--- src/hdl/kst_pkg.sv ---
`timescale 1ns / 1ps
// kst_pkg: sizes, codes and word types shared by the key slot table
// depends on nothing; kst_front, kst_queue, kst_back, key_slot_table and kst_checker import it

package kst_pkg;

   localparam int SLOT_COUNT  = 16;
   localparam int SLOT_BYTES  = 64;

   localparam int SLOT_W      = (SLOT_COUNT > 1) ? $clog2(SLOT_COUNT) : 1;
   localparam int BYTE_W      = (SLOT_BYTES > 1) ? $clog2(SLOT_BYTES) : 1;
   localparam int FILL_W      = $clog2(SLOT_BYTES + 1);
   localparam int CNT_W       = $clog2(SLOT_COUNT + 1);
   localparam int ADDR_W      = SLOT_W + BYTE_W;
   localparam int KEY_DEPTH   = 1 << ADDR_W;

   localparam int QUEUE_DEPTH = 2;
   localparam int QPTR_W      = $clog2(QUEUE_DEPTH);
   localparam int QFILL_W     = QPTR_W + 1;

   localparam logic [2:0] OP_ADD      = 3'd0;
   localparam logic [2:0] OP_GET      = 3'd1;
   localparam logic [2:0] OP_RELEASE  = 3'd2;
   localparam logic [2:0] OP_IS_VALID = 3'd3;
   localparam logic [2:0] OP_COUNT    = 3'd4;
   localparam logic [2:0] OP_CLEAR    = 3'd5;

   localparam logic [2:0] ST_OK         = 3'd0;
   localparam logic [2:0] ST_BAD_LENGTH = 3'd1;
   localparam logic [2:0] ST_BAD_CURVE  = 3'd2;
   localparam logic [2:0] ST_TABLE_FULL = 3'd3;
   localparam logic [2:0] ST_BAD_HANDLE = 3'd4;
   localparam logic [2:0] ST_INACTIVE   = 3'd5;

   localparam logic [1:0] CURVE_LAST_VALID = 2'd1;

   typedef enum logic [2:0] {
      CMD_ADD,
      CMD_GET,
      CMD_RELEASE,
      CMD_IS_VALID,
      CMD_COUNT,
      CMD_CLEAR
   } cmd_kind_type;

   typedef struct packed {
      cmd_kind_type kind;
      logic         handle_ok;
      logic [7:0]   slot_handle;
      logic [7:0]   key_byte;
      logic         byte_last;
      logic [1:0]   curve_code;
   } cmd_type;

   typedef struct packed {
      logic [2:0] status;
      logic [7:0] result_handle;
      logic [7:0] out_byte;
      logic [6:0] stored_length;
      logic       stored_curve;
      logic       is_active;
      logic [7:0] active_count;
      logic       result_last;
   } rsp_type;

endpackage

--- src/hdl/kst_queue.sv ---
`timescale 1ns / 1ps
// kst_queue: short command queue between the decode front and the execute back
// depends on kst_pkg

module kst_queue
   import kst_pkg::*;
(
   input  logic    clock,
   input  logic    reset,
   input  logic    push_valid,
   output logic    push_ready,
   input  cmd_type push_data,
   output logic    pop_valid,
   input  logic    pop_ready,
   output cmd_type pop_data
);

   cmd_type              entry_ff [QUEUE_DEPTH];
   logic [QPTR_W-1:0]    wr_ptr_ff, rd_ptr_ff;
   logic [QFILL_W-1:0]   fill_ff;
   logic                 do_push, do_pop;

   assign push_ready = (fill_ff != QFILL_W'(QUEUE_DEPTH));
   assign pop_valid  = (fill_ff != '0);
   assign pop_data   = entry_ff[rd_ptr_ff];
   assign do_push    = push_valid && push_ready;
   assign do_pop     = pop_valid && pop_ready;

   always_ff @(posedge clock) begin
      if (reset) begin
         wr_ptr_ff <= '0;
         rd_ptr_ff <= '0;
         fill_ff   <= '0;
      end else begin
         if (do_push) begin
            wr_ptr_ff <= wr_ptr_ff + QPTR_W'(1);
         end
         if (do_pop) begin
            rd_ptr_ff <= rd_ptr_ff + QPTR_W'(1);
         end
         if (do_push && !do_pop) begin
            fill_ff <= fill_ff + QFILL_W'(1);
         end else if (do_pop && !do_push) begin
            fill_ff <= fill_ff - QFILL_W'(1);
         end
      end
      if (do_push) begin
         entry_ff[wr_ptr_ff] <= push_data;
      end
   end

endmodule

--- config.mk ---
export PLATFORM = sky130hd
export DESIGN_NAME = kst_queue
export DESIGN_NICKNAME = d
export VERILOG_FILES = /design/src/hdl/kst_pkg.sv /design/src/hdl/kst_queue.sv
export SDC_FILE = /design/constraint.sdc
export NUM_CORES = 1
export LEC_CHECK = 0
export BUFFER_PORTS_ARGS = -buffer_cell sky130_fd_sc_hd__buf_2
export CAP_MARGIN = 20
export CORE_AREA = 2 2 83 85
export CTS_BUF_LIST = sky130_fd_sc_hd__clkbuf_16
export DETAILED_ROUTE_END_ITERATION = 8
export DIE_AREA = 0 0 85 87
export MAX_ROUTING_LAYER = met4
export SLEW_MARGIN = 20
export SYNTH_ARGS = -nofsm -noshare
export SYNTH_HDL_FRONTEND = slang
export SYNTH_SLANG_ARGS = --single-unit
--- constraint.sdc ---
create_clock -name clock -period 2.05 [get_ports clock]
set_input_delay 0.41 -clock clock [delete_from_list [all_inputs] [get_ports clock]]
set_output_delay 0.41 -clock clock [all_outputs]
set_load 0.05 [all_outputs]
== After elaboration in Yosys (flattened, before gate mapping) ==
Memory sizes are Yosys's and may differ from the RTL's. A register that Yosys moved wholly into a read port is not among the register bits.
Cells that the tools add are included.

* $add $sub $neg: 4
* $mul: 0
* Div/mod/pow operators: 0
* Magnitude comparators: 0
* Equality and inequality tests: 1
* Shift operators: 0
* Muxes and demuxes: 6
* Bitwise operators: 0
* Reductions and logical operators: 8

{| class="wikitable"
|+ Operators by type and width
! cell !! count
|-
| $logic_and A1 B1 Y1 || 4
|-
| $mux W1 || 4
|-
| $mux W2 || 2
|-
| $reduce_bool A2 Y1 || 2
|-
| $add A1 B1 Y1 const B || 2
|-
| $add A2 B1 Y2 const B || 1
|-
| $logic_not A1 Y1 || 2
|-
| $ne A2 B2 Y1 const B || 1
|-
| $sub A2 B1 Y2 const B || 1
|}

* Flip-flop bits (word level): 4
* Bits in latches: 0
* Bits in writable memories: 46
* Memory bits (read-only): 0
* Bits of input ports: 27
* Logic and storage cells: 23
* Memories kept: 1

{| class="wikitable"
|+ Memory list
! memory !! words !! bits a word !! read ports !! clocked after memory_dff !! wr ports !! RTL line !! RTL
|-
| entry_ff || 2 || 23 || 1 || 1 || 1 || kst_queue.sv:18 || <nowiki>cmd_type entry_ff [QUEUE_DEPTH];</nowiki>
|}

== Longest topological paths before layout ==
* Depth after elaboration: 6
* Mapped depth: 6

== Least setup slack after synthesis ==
Ideal clock, no wire load.

* Path type: register to register
* Start: reg fill_ff[0]
* End: mem entry_ff[1][0] (netlist name), enable pin
* Data arrival time: 1.608 ns
* Required time: 1.668 ns
* Slack: 0.060 ns
* Stages on the path, launching flop included: 3
* Path buffers: 0
* Clock period less this slack: 1.990 ns
* Cells stage by stage: dfxtp_1 -> nand2b_1 -> and3_1

* Word-level cells in the longest chain between the ends: 4

{| class="wikitable"
|+ Ends and longest elaborated chain
! element !! RTL line !! RTL
|-
| start: declaration || kst_queue.sv:20 || <nowiki>logic [QFILL_W-1:0] fill_ff;</nowiki>
|-
| start signal: assignment || kst_queue.sv:42 || <nowiki>fill_ff <= fill_ff + QFILL_W'(1);</nowiki>
|-
| start signal: assignment || kst_queue.sv:44 || <nowiki>fill_ff <= fill_ff - QFILL_W'(1);</nowiki>
|-
| $ne A2 B2 Y1 || kst_queue.sv:23 || <nowiki>assign push_ready = (fill_ff != QFILL_W'(QUEUE_DEPTH));</nowiki>
|-
| named net push_ready || kst_queue.sv:11 || <nowiki>output logic push_ready,</nowiki>
|-
| $logic_and A1 B1 Y1 || kst_queue.sv:26 || <nowiki>assign do_push = push_valid && push_ready;</nowiki>
|-
| $mux W1 || kst_queue.sv:47 || <nowiki>if (do_push) begin</nowiki>
|-
| $mux W1 (not written as such) || kst_queue.sv:48 || <nowiki>entry_ff[wr_ptr_ff] <= push_data;</nowiki>
|-
| end: declaration || kst_queue.sv:18 ||
|}

The timed path passes the listed nets, and every way through them passes these cells.

==> impl_metrics.csv <==
group,metric,value,unit
setup_path,crit_chain,"buf_4, mux2_2, buf_2",
routing,drt-vias-per-instance,4.19,
clocking,cts_setup_buffers,0,
clocking,cts_tree,"yes",
min_path,min-delay-start,"push_data[19]",
placed_design,gp_congestion,0.638,
clocking,h-tree-depth,2,
layout,final_cells,236,
synth,yosysTopAreaCell,"edfxtp_1",
global_route,overflow,0,
routing,drt_wl_total,3.12,mm
timing,slew_violations,0,
synth,synth_ff_type,"edfxtp_1",
timing,setup_slack,0.217,ns
layout,synthToLayoutAreaGrowth,28.3,%
synth,syn_nets,123,
synth,synthesis.area,1870,µm²
min_path,hold_end,"entry_ff[1][19]",
routing,drtIter0Drc,24,
pwr,ir_worst_vdd,0.000868,V
timing,setup_viol,0,
floorplanning,dieWidth,85,µm
timing,whs,0.312,ns
synth,synth_top_area_share,73.7,%
layout,n_antenna_cell,0,
synth,yosys_warnings,0,
synth,synth.area.top_cells,"edfxtp_1 74%, mux2_2 14%, dfxtp_1 5.3%",
setup_path,reg2reg_depth,5,
layout,nFillCells,620,
setup_path,cp_max_fo,14,
pwr,power-per-cell-area,1410,nW/µm²
timing,fmax,0.546,GHz
timing,period_needed,1.83,ns
setup_path,required,1.64,ns
timing,tightest_slew,0.373,ns
status,status,"complete, no violations",
routing,drtAntennaViolNets,0,
routing,first_pass_iters,4,
clocking,ctsHoldBuffers,0,
global_route,grt_pass1_vias,1007,
global_route,grt_max_degree,24,
timing,fin_tns_setup,0,ns
global_route,antenna_found_initial,0,
setup_path,slowest_stage,"mux2_2",
synth,syn-mean-instance-area,19.7,µm²
min_path,holdPathStages,1,
synth,synth_most_common_cell,"edfxtp_1",
clocking,numCtsBuffers,5,
global_route,grt_pass1_wl,4.87,mm
floorplanning,dieArea,7400,µm²
placed_design,pre_cts_slack,0.427,ns
setup_path,endpoint_kind,"output port",
job,cap_violations,0,
floorplanning,row_count,30,
layout,layout.nets,183,
timing,fin_skew,0.00466,ns
setup_path,r2r_slack,0.43,ns
timing,finalCritPeriodShare,89.4,%
routing,vias,990,
synth,synth_async_sr_flop_share,0,%
synth,synth.ff_latch_count,51,
layout,drive_gt1_share,55.8,%
global_route,grt_usage,9.14,%
clocking,cts_resized,0,
synth,postSynthCellCount,95,
synth,synth_edf_count,46,
clocking,path_clk_slew,0.06,ns
placed_design,hpwl,2.14,mm
floorplanning,initial_core_util,28.5,%
setup_path,cp.arrival,1.42,ns
clocking,cts_buffer_depth,2,
synth,synth_commonest_cells,"46 x edfxtp_1, 23 x mux2_2, 5 x dfxtp_1",
routing,wire_per_inst,13.2,µm
timing,rsz0062_at_grt,"no",
setup_path,r2r_end,"fill_ff[1]",
setup_path,critPathKind,"register to output port",
clocking,clock_latency,0.28,ns
timing,hold_violations,0,
setup_path,critPathMaxStageDelay,0.37,ns
synth,ys_seq_area_share,79.1,%
floorplanning,ioPinCount,52,
setup_path,crit_path_start_kind,"register",
floorplanning,placeableCoreArea,6570,µm²
clocking,clock_sinks,51,
setup_path,r2r_start,"fill_ff[0]",
synth,synth.distinct_cells,17,
routing,post-route-drc-count,0,
placed_design,placed_cells,228,
clocking,cts-root-buf,"clkbuf_16",
placed_design,io_buffers,51,
pwr,p_leak,0.912,nW
floorplanning,dieHeight,87,µm
timing,max_slew_margin,75.1,%
min_path,min-delay-path-class,"input port to register",
-- logic make-up (layout without fill, tap and decap cells) --
kind of cell             after synthesis  in the layout  synth area share (%)
AO/OA/AOI/OAI                          5              5                  1.60
XOR/XNOR                               3              3                  1.40
adder cells (fa/ha/maj)                1              1                 0.668
buffers and inverters                  3             64                 0.735
flip-flops                            51             51                  79.1
multiplexers                          23             23                  13.8
AND/OR/NAND/NOR                        9              9                  2.67
-- area by class of cell --
class                      count  area [µm²]  share of cell area [%]
clock buffer                   5         125                    5.21
clock inverter                 3        16.3                   0.677
inverter                       1        3.75                   0.156
multi-input combinational     41         378                    15.7
sequential                    51        1480                    61.7
tap                           80         100                    4.17
timing repair buffer          55         298                    12.4
-- flip-flops by register name, indices dropped and copies added (netlist names), named ones only --
register,count
entry_ff,46
fill_ff,2
rd_ptr_ff,1
wr_ptr_ff,1
-- how the worst max path moves through the flow --
stage | depth (start not counted) | slack [ns] | to | startpoint
CTS | 3 | 0.18 | pop_data[13] | register
finish | 3 | 0.22 | pop_data[15] | register
floorplan | 2 | 0.06 | entry_ff[1][0] | fill_ff[0]
detailed placement | 5 | 0.43 | fill_ff[1] | fill_ff[0]
global placement | 5 | 0.49 | fill_ff[1] | fill_ff[0]
global route | 3 | 0.14 | pop_data[13] | register
-- report_power, final --
group / switching [mW] / internal, mW / leakage, nW
registers: 0.0453 / 1.30 / 0.471
clock network: 0.336 / 0.445 / 0.0710
logic: 0.875 / 0.375 / 0.370
-- placed cells by master, fill, tap and decap left out, drive strengths merged --
cell	synthesis	final
inv	1	2
o21ai	2	2
edfxtp	46	46
clkinv	0	1
clkinvlp	0	1
xor2	3	3
and3	1	1
and2	1	1
nand2b	1	1
nor2	3	3
mux2	23	23
clkbuf	0	5
buf	2	55
a21bo	1	1
dfxtp	5	5
nand3b	1	1
a21oi	2	2
or3	1	1
ha	1	1
or2	1	1
-- critical path, delay by kind of cell (launching register included) --
kind | cells | cell delay (ns)
muxes | 1 | 0.37
buffers and inverters | 2 | 0.44
DFF | 1 | 0.33
-- metal layers --
| layer | wire length, µm | up-vias | global-route usage [%] |
|---|---|---|---|
| met2 | 1580 | 29 | 14.2 |
| met5 | 0 | - | - |
| li1 | - | 481 | - |
| met3 | 181 | 6 | 3.41 |
| met1 | 1310 | 474 | 10.9 |
| met4 | 49 | 0 | 3.46 |
-- per-stage QoR --
step / area [µm²] / total power, mW / utilization [%]
after floorplan: 1870 / 2.34 / -
after global placement: 2260 / 2.64 / 34.4
after detailed placement: 2260 / 2.65 / 34.4
after CTS: 2400 / 3.45 / 36.6
after global routing: 2400 / 3.56 / 36.6
final: 2400 / 3.38 / 36.6
Note: power is estimated with default switching activity, not from simulation.
