--- src/hdl/kst_pkg.sv ---
`timescale 1ns / 1ps
// kst_pkg: sizes, codes and word types shared by the key slot table
// depends on nothing; kst_front, kst_queue, kst_back, key_slot_table and kst_checker import it

package kst_pkg;

   localparam int SLOT_COUNT  = 16;
   localparam int SLOT_BYTES  = 64;

   localparam int SLOT_W      = (SLOT_COUNT > 1) ? $clog2(SLOT_COUNT) : 1;
   localparam int BYTE_W      = (SLOT_BYTES > 1) ? $clog2(SLOT_BYTES) : 1;
   localparam int FILL_W      = $clog2(SLOT_BYTES + 1);
   localparam int CNT_W       = $clog2(SLOT_COUNT + 1);
   localparam int ADDR_W      = SLOT_W + BYTE_W;
   localparam int KEY_DEPTH   = 1 << ADDR_W;

   localparam int QUEUE_DEPTH = 2;
   localparam int QPTR_W      = $clog2(QUEUE_DEPTH);
   localparam int QFILL_W     = QPTR_W + 1;

   localparam logic [2:0] OP_ADD      = 3'd0;
   localparam logic [2:0] OP_GET      = 3'd1;
   localparam logic [2:0] OP_RELEASE  = 3'd2;
   localparam logic [2:0] OP_IS_VALID = 3'd3;
   localparam logic [2:0] OP_COUNT    = 3'd4;
   localparam logic [2:0] OP_CLEAR    = 3'd5;

   localparam logic [2:0] ST_OK         = 3'd0;
   localparam logic [2:0] ST_BAD_LENGTH = 3'd1;
   localparam logic [2:0] ST_BAD_CURVE  = 3'd2;
   localparam logic [2:0] ST_TABLE_FULL = 3'd3;
   localparam logic [2:0] ST_BAD_HANDLE = 3'd4;
   localparam logic [2:0] ST_INACTIVE   = 3'd5;

   localparam logic [1:0] CURVE_LAST_VALID = 2'd1;

   typedef enum logic [2:0] {
      CMD_ADD,
      CMD_GET,
      CMD_RELEASE,
      CMD_IS_VALID,
      CMD_COUNT,
      CMD_CLEAR
   } cmd_kind_type;

   typedef struct packed {
      cmd_kind_type kind;
      logic         handle_ok;
      logic [7:0]   slot_handle;
      logic [7:0]   key_byte;
      logic         byte_last;
      logic [1:0]   curve_code;
   } cmd_type;

   typedef struct packed {
      logic [2:0] status;
      logic [7:0] result_handle;
      logic [7:0] out_byte;
      logic [6:0] stored_length;
      logic       stored_curve;
      logic       is_active;
      logic [7:0] active_count;
      logic       result_last;
   } rsp_type;

endpackage

--- src/hdl/kst_req_if.sv ---
`timescale 1ns / 1ps
// kst_req_if: request channel of the key slot table, valid/ready plus one word
// depends on nothing

interface kst_req_if;
   logic       valid;
   logic       ready;
   logic [2:0] opcode;
   logic [7:0] slot_handle;
   logic [7:0] key_byte;
   logic       byte_last;
   logic [1:0] curve_code;

   modport source (output valid, output opcode, output slot_handle, output key_byte,
                   output byte_last, output curve_code, input ready);
   modport sink (input valid, input opcode, input slot_handle, input key_byte,
                 input byte_last, input curve_code, output ready);
endinterface

--- src/hdl/kst_front.sv ---
`timescale 1ns / 1ps
// kst_front: takes request words, decodes opcode and handle range into a command
// depends on kst_pkg and kst_req_if

module kst_front
   import kst_pkg::*;
(
   input  logic           clock,
   input  logic           reset,
   kst_req_if.sink        req,
   output logic           push_valid,
   input  logic           push_ready,
   output cmd_type        push_data
);

   logic    front_valid_ff, front_valid_in;
   cmd_type front_cmd_ff, front_cmd_in;
   logic    known;
   cmd_type decoded;

   assign req.ready = !front_valid_ff || push_ready;

   always_comb begin
      known               = 1'b1;
      decoded.kind        = CMD_ADD;
      decoded.handle_ok   = ({1'b0, req.slot_handle} < 9'(SLOT_COUNT));
      decoded.slot_handle = req.slot_handle;
      decoded.key_byte    = req.key_byte;
      decoded.byte_last   = req.byte_last;
      decoded.curve_code  = req.curve_code;
      case (req.opcode)
         OP_ADD:      decoded.kind = CMD_ADD;
         OP_GET:      decoded.kind = CMD_GET;
         OP_RELEASE:  decoded.kind = CMD_RELEASE;
         OP_IS_VALID: decoded.kind = CMD_IS_VALID;
         OP_COUNT:    decoded.kind = CMD_COUNT;
         OP_CLEAR:    decoded.kind = CMD_CLEAR;
         default:     known = 1'b0;
      endcase
   end

   always_comb begin
      front_valid_in = front_valid_ff && !push_ready;
      front_cmd_in   = front_cmd_ff;
      if (req.valid && req.ready && known) begin
         front_valid_in = 1'b1;
         front_cmd_in   = decoded;
      end
   end

   always_ff @(posedge clock) begin
      if (reset) begin
         front_valid_ff <= 1'b0;
      end else begin
         front_valid_ff <= front_valid_in;
      end
      front_cmd_ff <= front_cmd_in;
   end

   assign push_valid = front_valid_ff;
   assign push_data  = front_cmd_ff;

endmodule

--- src/flat_wrapper.sv ---
// flat-port wrapper written by rule: the top's interface ports become plain ports
module kst_front_flat import kst_pkg::*;
  (clock, reset, push_valid, push_ready, push_data, req_valid, req_opcode, req_slot_handle, req_key_byte, req_byte_last, req_curve_code, req_ready);
  kst_req_if req_i ();
  input  logic clock;
  input  logic reset;
  output logic push_valid;
  input  logic push_ready;
  output cmd_type push_data;
  input wire logic [$bits(req_i.valid)-1:0] req_valid;
  input wire logic [$bits(req_i.opcode)-1:0] req_opcode;
  input wire logic [$bits(req_i.slot_handle)-1:0] req_slot_handle;
  input wire logic [$bits(req_i.key_byte)-1:0] req_key_byte;
  input wire logic [$bits(req_i.byte_last)-1:0] req_byte_last;
  input wire logic [$bits(req_i.curve_code)-1:0] req_curve_code;
  output wire logic [$bits(req_i.ready)-1:0] req_ready;
  assign req_i.valid = req_valid;
  assign req_i.opcode = req_opcode;
  assign req_i.slot_handle = req_slot_handle;
  assign req_i.key_byte = req_key_byte;
  assign req_i.byte_last = req_byte_last;
  assign req_i.curve_code = req_curve_code;
  assign req_ready = req_i.ready;
  kst_front u_core (.clock(clock), .reset(reset), .req(req_i), .push_valid(push_valid), .push_ready(push_ready), .push_data(push_data));
endmodule
--- config.mk ---
export PLATFORM = sky130hd
export DESIGN_NAME = kst_front_flat
export DESIGN_NICKNAME = d
export VERILOG_FILES = /design/src/hdl/kst_pkg.sv /design/src/hdl/kst_req_if.sv /design/src/hdl/kst_front.sv /design/src/flat_wrapper.sv
export SDC_FILE = /design/constraint.sdc
export NUM_CORES = 1
export LEC_CHECK = 0
export ABC_AREA = 1
export BUFFER_PORTS_ARGS = -buffer_cell sky130_fd_sc_hd__buf_2
export CORE_AREA = 5 5 51 53
export CTS_CLUSTER_DIAMETER = 60
export DETAILED_ROUTE_END_ITERATION = 8
export DIE_AREA = 0 0 56 58
export GPL_TIMING_DRIVEN = 1
export HOLD_SLACK_MARGIN = 0.1
export PLACE_DENSITY = 0.75
export RECOVER_POWER = 50
export REMOVE_ABC_BUFFERS = 1
export SETUP_SLACK_MARGIN = 0.02
export SYNTH_ARGS = -nofsm -noshare
export SYNTH_HDL_FRONTEND = slang
export SYNTH_SLANG_ARGS = --single-unit
--- constraint.sdc ---
create_clock -name clock -period 1.6 [get_ports clock]
set_input_delay 0.08 -clock clock [delete_from_list [all_inputs] [get_ports clock]]
set_output_delay 0.08 -clock clock [all_outputs]
set_load 0.03 [all_outputs]
[Word level (Yosys, flattened, before mapping)]
Index checks and enable logic that the tools add are counted.
Word-level totals
  register bits: 24
  output and inout port bits: 25
  logic and storage cells: 24
Operators by class
  $lt $le $gt $ge: 1
  equal/unequal tests: 5
  muxes and demuxes: 3
  reductions and logical operators: 8
Operators by type and width (count)
  3-bit case mux with 5 select lines: 1
  8-bit by 5-bit < comparator with 1-bit output, second input constant: 1
  3-bit by 2-bit equality test with 1-bit output, second input constant: 2
  3-bit equality test, second input constant: 2
  6-bit OR reduction: 1
  3-bit by 1-bit equality test with 1-bit output, second input constant: 1
  1-bit logical AND: 3
  3-bit logical NOT: 1
  1-bit logical NOT: 2
  1-bit 2-to-1 mux: 2
  1-bit logical OR: 1

[Logic depth before layout (Yosys ltp)]
  word-level depth: 5
  mapped depth: 3
  mapped depth without buffers: 3

[Worst setup path before layout]
Ideal clock, no wire load.
  path kind: register to register
  from: register u_core.front_valid_ff, in the netlist u_core.push_valid
  to: register u_core.front_cmd_ff (netlist bit u_core.push_data[0]), enable pin
  library setup time: 388 ps
  arrival: 1187 ps
  data required time: 1212 ps
  path slack: 25 ps
  cell stages (with the launch flop): 2
  path buffers: 0
  period minus slack after synthesis: 1575 ps
  path through: dfxtp_1 > a21oi_2
On the way
  longest elaborated chain between the ends: 4
RTL lines
  start, declared: line kst_front.sv:16  | logic front_valid_ff, front_valid_in;
  start signal, assigned: line kst_front.sv:55  | front_valid_ff <= front_valid_in;
  1-bit logical NOT: line kst_front.sv:21  | assign req.ready = !front_valid_ff || push_ready;
  1-bit logical OR: line kst_front.sv:21
  1-bit logical AND (2 in series): line kst_front.sv:45  | if (req.valid && req.ready && known) begin
  end signal, assigned: line kst_front.sv:57  | front_cmd_ff <= front_cmd_in;
  end, declared: line kst_front.sv:17  | cmd_type front_cmd_ff, front_cmd_in;
No other way between the ends.
A chain may end at the register's enable or synchronous reset.

[Worst setup path in the final report]
  from: input req_opcode[2]
  to: register u_core.front_valid_ff, in the netlist u_core.push_valid
On the way
  longest elaborated chain between the ends: 5
RTL lines
  start, declared: line flat_wrapper.sv:11  | input wire logic [$bits(req_i.opcode)-1:0] req_opcode;
  3-bit by 1-bit equality test with 1-bit output (tied with other cells): line kst_front.sv:31  | case (req.opcode)
  6-bit OR reduction (no line) *
  1-bit 2-to-1 mux *: line kst_front.sv:31
  1-bit logical AND *: line kst_front.sv:45
  1-bit 2-to-1 mux *: line kst_front.sv:45
Every way passes the cells marked *; elsewhere a longest branch is shown, timed or not.

==> results <==
- The flow ran to the end, and the final reports show no timing, DRC or antenna violations.
- After global routing the overflow that remains totals 0.
- At the worst endpoint, the required time is 1.79 ns.
- The initial antenna violation count is 0.
- The layout-stage area growth over the synthesis result is 68.0%.
- For this run, the leading register cell type out of synthesis is edfxtp_1.
- In this run the worst hold path is classified as in -> reg.
- The final antenna diode count is 0.
- Headroom to the max-slew limit came out at 0.734.
- The residual DRC count is 0.
- Registers take 711 um^2.
- The count of distinct cell types in the synthesized netlist is 8.
- Yosys attributes the largest share of cell area to edfxtp_1, dfxtp_1, nand2_2.
- The number of standard-cell rows in the floorplan is 17.
- After routing, the total negative slack on setup checks comes to 0 ns.
- The count of nets left with antenna violations once routing finished came out at 0.
- Ranked by instance count, the synthesized netlist is headed by edfxtp_1, nor2_1, nand2_2.
- The placeable core area is 2110 um^2.
- In this run the static leakage power is 0.527 nW.
- The number of H-tree levels is 1.
- The pre-antenna-repair detailed-routing pass consisted of 2 iterations.
- The share of post-route cells with drive strength above 1 is 0.333.
- The largest voltage drop on the vdd net is 427 uV.
- TritonCTS built the clock tree.
- In this run the deepest clock path goes through 2 buffers.
- Port buffering added 50 buffers.
- The die is 58 um tall.
- Post-CTS repair changed the size of 0 cells.
- The synthesized instance count is 38.
- The maximum fanout encountered on the critical timing path is 3.
- The cell with the most instances after synthesis is edfxtp_1.
- The number of failing hold endpoints at the final stage is 0.
- The routed wire length per instance is 12.2 um.
- The max-capacitance violation count is 0.
- The count of buffers added by post-CTS timing repair for setup is 0.
- The first global-routing pass estimated 2950 um of wire.
- By startpoint and endpoint, the worst setup path is classified as in -> reg.
- Setup repair after global routing left no endpoint under its margin.
- The final number of max-transition violations is 0.
- The number of warnings printed during yosys synthesis is 0.
- The routed design has 1770 um of wire.
- The fraction of the cycle the final worst path needs is 0.816.
- The largest total area in the synthesized netlist belongs to edfxtp_1.
- The hold buffer count at cts is 24.
- For this configuration, the core starts out at a cell density of 0.373.
- At the worst endpoint, the arrival time is 1.49 ns.
- The via count is 588.
- Counting flops with an async set or reset pin after synthesis yields a share of 0.
- In this run, synthesis inferred 23 flip-flops with an integrated enable.
- The I/O pin count is 51.
- The cell area power density is 901 nW/um^2.
- Fill cells in the final layout number 160.
- The root buffer cell is clkbuf_4.
- The share of synthesized area in the top cell type comes to 0.879.
- The number of clock sinks seen by CTS is 24.
- Entering global routing, the biggest net connects 24 pins.
- Buffers inserted during clock tree synthesis total 3.
- The combined area of all synthesized cells is 786 um^2.
- The later pin in the worst-skew pair is clocked with a latency of 0.29 ns.
- The overall die area is 3250 um^2.
- The area of combinational cells with multiple inputs is 63.8 um^2.
- The clock arrives with 0.00389 ns of skew.
- At the pin with the least slew margin, the transition time is 0.400 ns.
- In the final design database the tool counted 144 nets.
- The final setup violation count is 0.
- Dividing the detail-routed via count by the number of cells gives 4.06.
- In this run, synthesis produced a sequential element count of 24.
- From left edge to right edge, the die measures 56 um.
- The category of the worst setup path capture point is a flop.
- The average instance in the mapped netlist occupies 20.7 um^2.
- The number of global-route vias before repair is 582.
- The minimum period implied by the final worst setup slack is 1.31 ns.
- The proportion of synthesized chip area in sequential cells is 0.904.
- Clock-pin slew was measured on the worst setup and hold paths at 0.11 ns.
- Once layout is done, the placed cells without fillers occupy 1320 um^2.
- For this block, the initial DRC count from the detailed router was 10.
- Across every metal layer, demand over resource in global routing totals 0.123.
- The maximum clock rate is 0.766 GHz.
- The type of origin of the critical path is an input pin.
- The area of placed instances is 1080 um^2.
- The congestion estimate from routability-driven global placement came to 0.734.
worst max-delay path, stage by stage:
cell,delay [ns]
dlygate4sd3_1,0.52
clkbuf_1,0.15
nand2_2,0.08
nand2_2,0.08
a21oi_2,0.05
dlygate4sd3_1,0.55
worst paths after layout:
kind / startpoint / to / slack [ns] / cells after the start
worst max-delay path: req_opcode[2] / u_core.push_valid$_SDFF_PP0_ / 0.29 / 6
worst max register to register: u_core.push_valid$_SDFF_PP0_ / u_core.push_valid$_SDFF_PP0_ / 0.42 / 3
worst min register to register: u_core.push_valid$_SDFF_PP0_ / u_core.push_data[20]$_DFFE_PP_ / 0.85 / 2
worst min-delay path: req_valid / u_core.push_data[20]$_DFFE_PP_ / 0.40 / 4
area by class of cell:
type                       count  share of cell area
tap                           28              0.0265
clock buffer                   3              0.0171
timing repair buffer          75               0.358
clock inverter                 1             0.00284
sequential                    24               0.538
inverter                       3             0.00853
multi-input combinational     11              0.0483
cell families after synthesis:
group	count (synthesis)	share of synthesized area
flip-flops	24	0.904
AND/OR/NAND/NOR	9	0.0589
buffers and inverters	3	0.0143
AO/OA/AOI/OAI	2	0.0223
layout by cell type, fill, tap and decap left out:
| master | n |
|---|---|
| a21oi_2 | 2 |
| and2_0 | 1 |
| and2_1 | 1 |
| buf_2 | 30 |
| buf_4 | 1 |
| clkbuf_1 | 20 |
| clkbuf_4 | 3 |
| clkinv_1 | 2 |
| dfxtp_1 | 1 |
| dlygate4sd3_1 | 24 |
| edfxtp_1 | 23 |
| inv_1 | 2 |
| nand2_2 | 3 |
| nor2_1 | 4 |
sequential cells by signal (all words and copies together), names as in the netlist:
register	flops
u_core.push_data	23
u_core.push_valid	1
power breakdown:
| part | switching, mW | internal [mW] |
|---|---|---|
| clock | 0.146 | 0.0906 |
| sequential | 0.00960 | 0.731 |
| combinational | 0.127 | 0.0840 |
| total | 0.283 | 0.906 |
routing by layer:
| layer | up-vias | track usage | routed length [um] |
|---|---|---|---|
| li1 | 296 | - | - |
| met1 | 257 | 0.114 | 645 |
| met2 | 33 | 0.229 | 906 |
| met3 | 2 | 0.0490 | 203 |
| met4 | 0 | 0.0712 | 19 |
| met5 | - | 0 | 0 |
per-stage QoR:
stage               power [mW]  cells  setup WS [ns]  utilization  hold WS (ns)
finish                    1.19    145          0.294        0.627         0.395
global route              1.26    145          0.290        0.627         0.382
CTS                       1.21    145          0.336        0.639         0.396
detailed placement       0.928    117          0.549        0.512         0.249
global placement         0.925    117          0.563        0.512         0.244
floorplan                0.856     38         0.0247            -         0.142
Power figures use the tool's default switching activity.
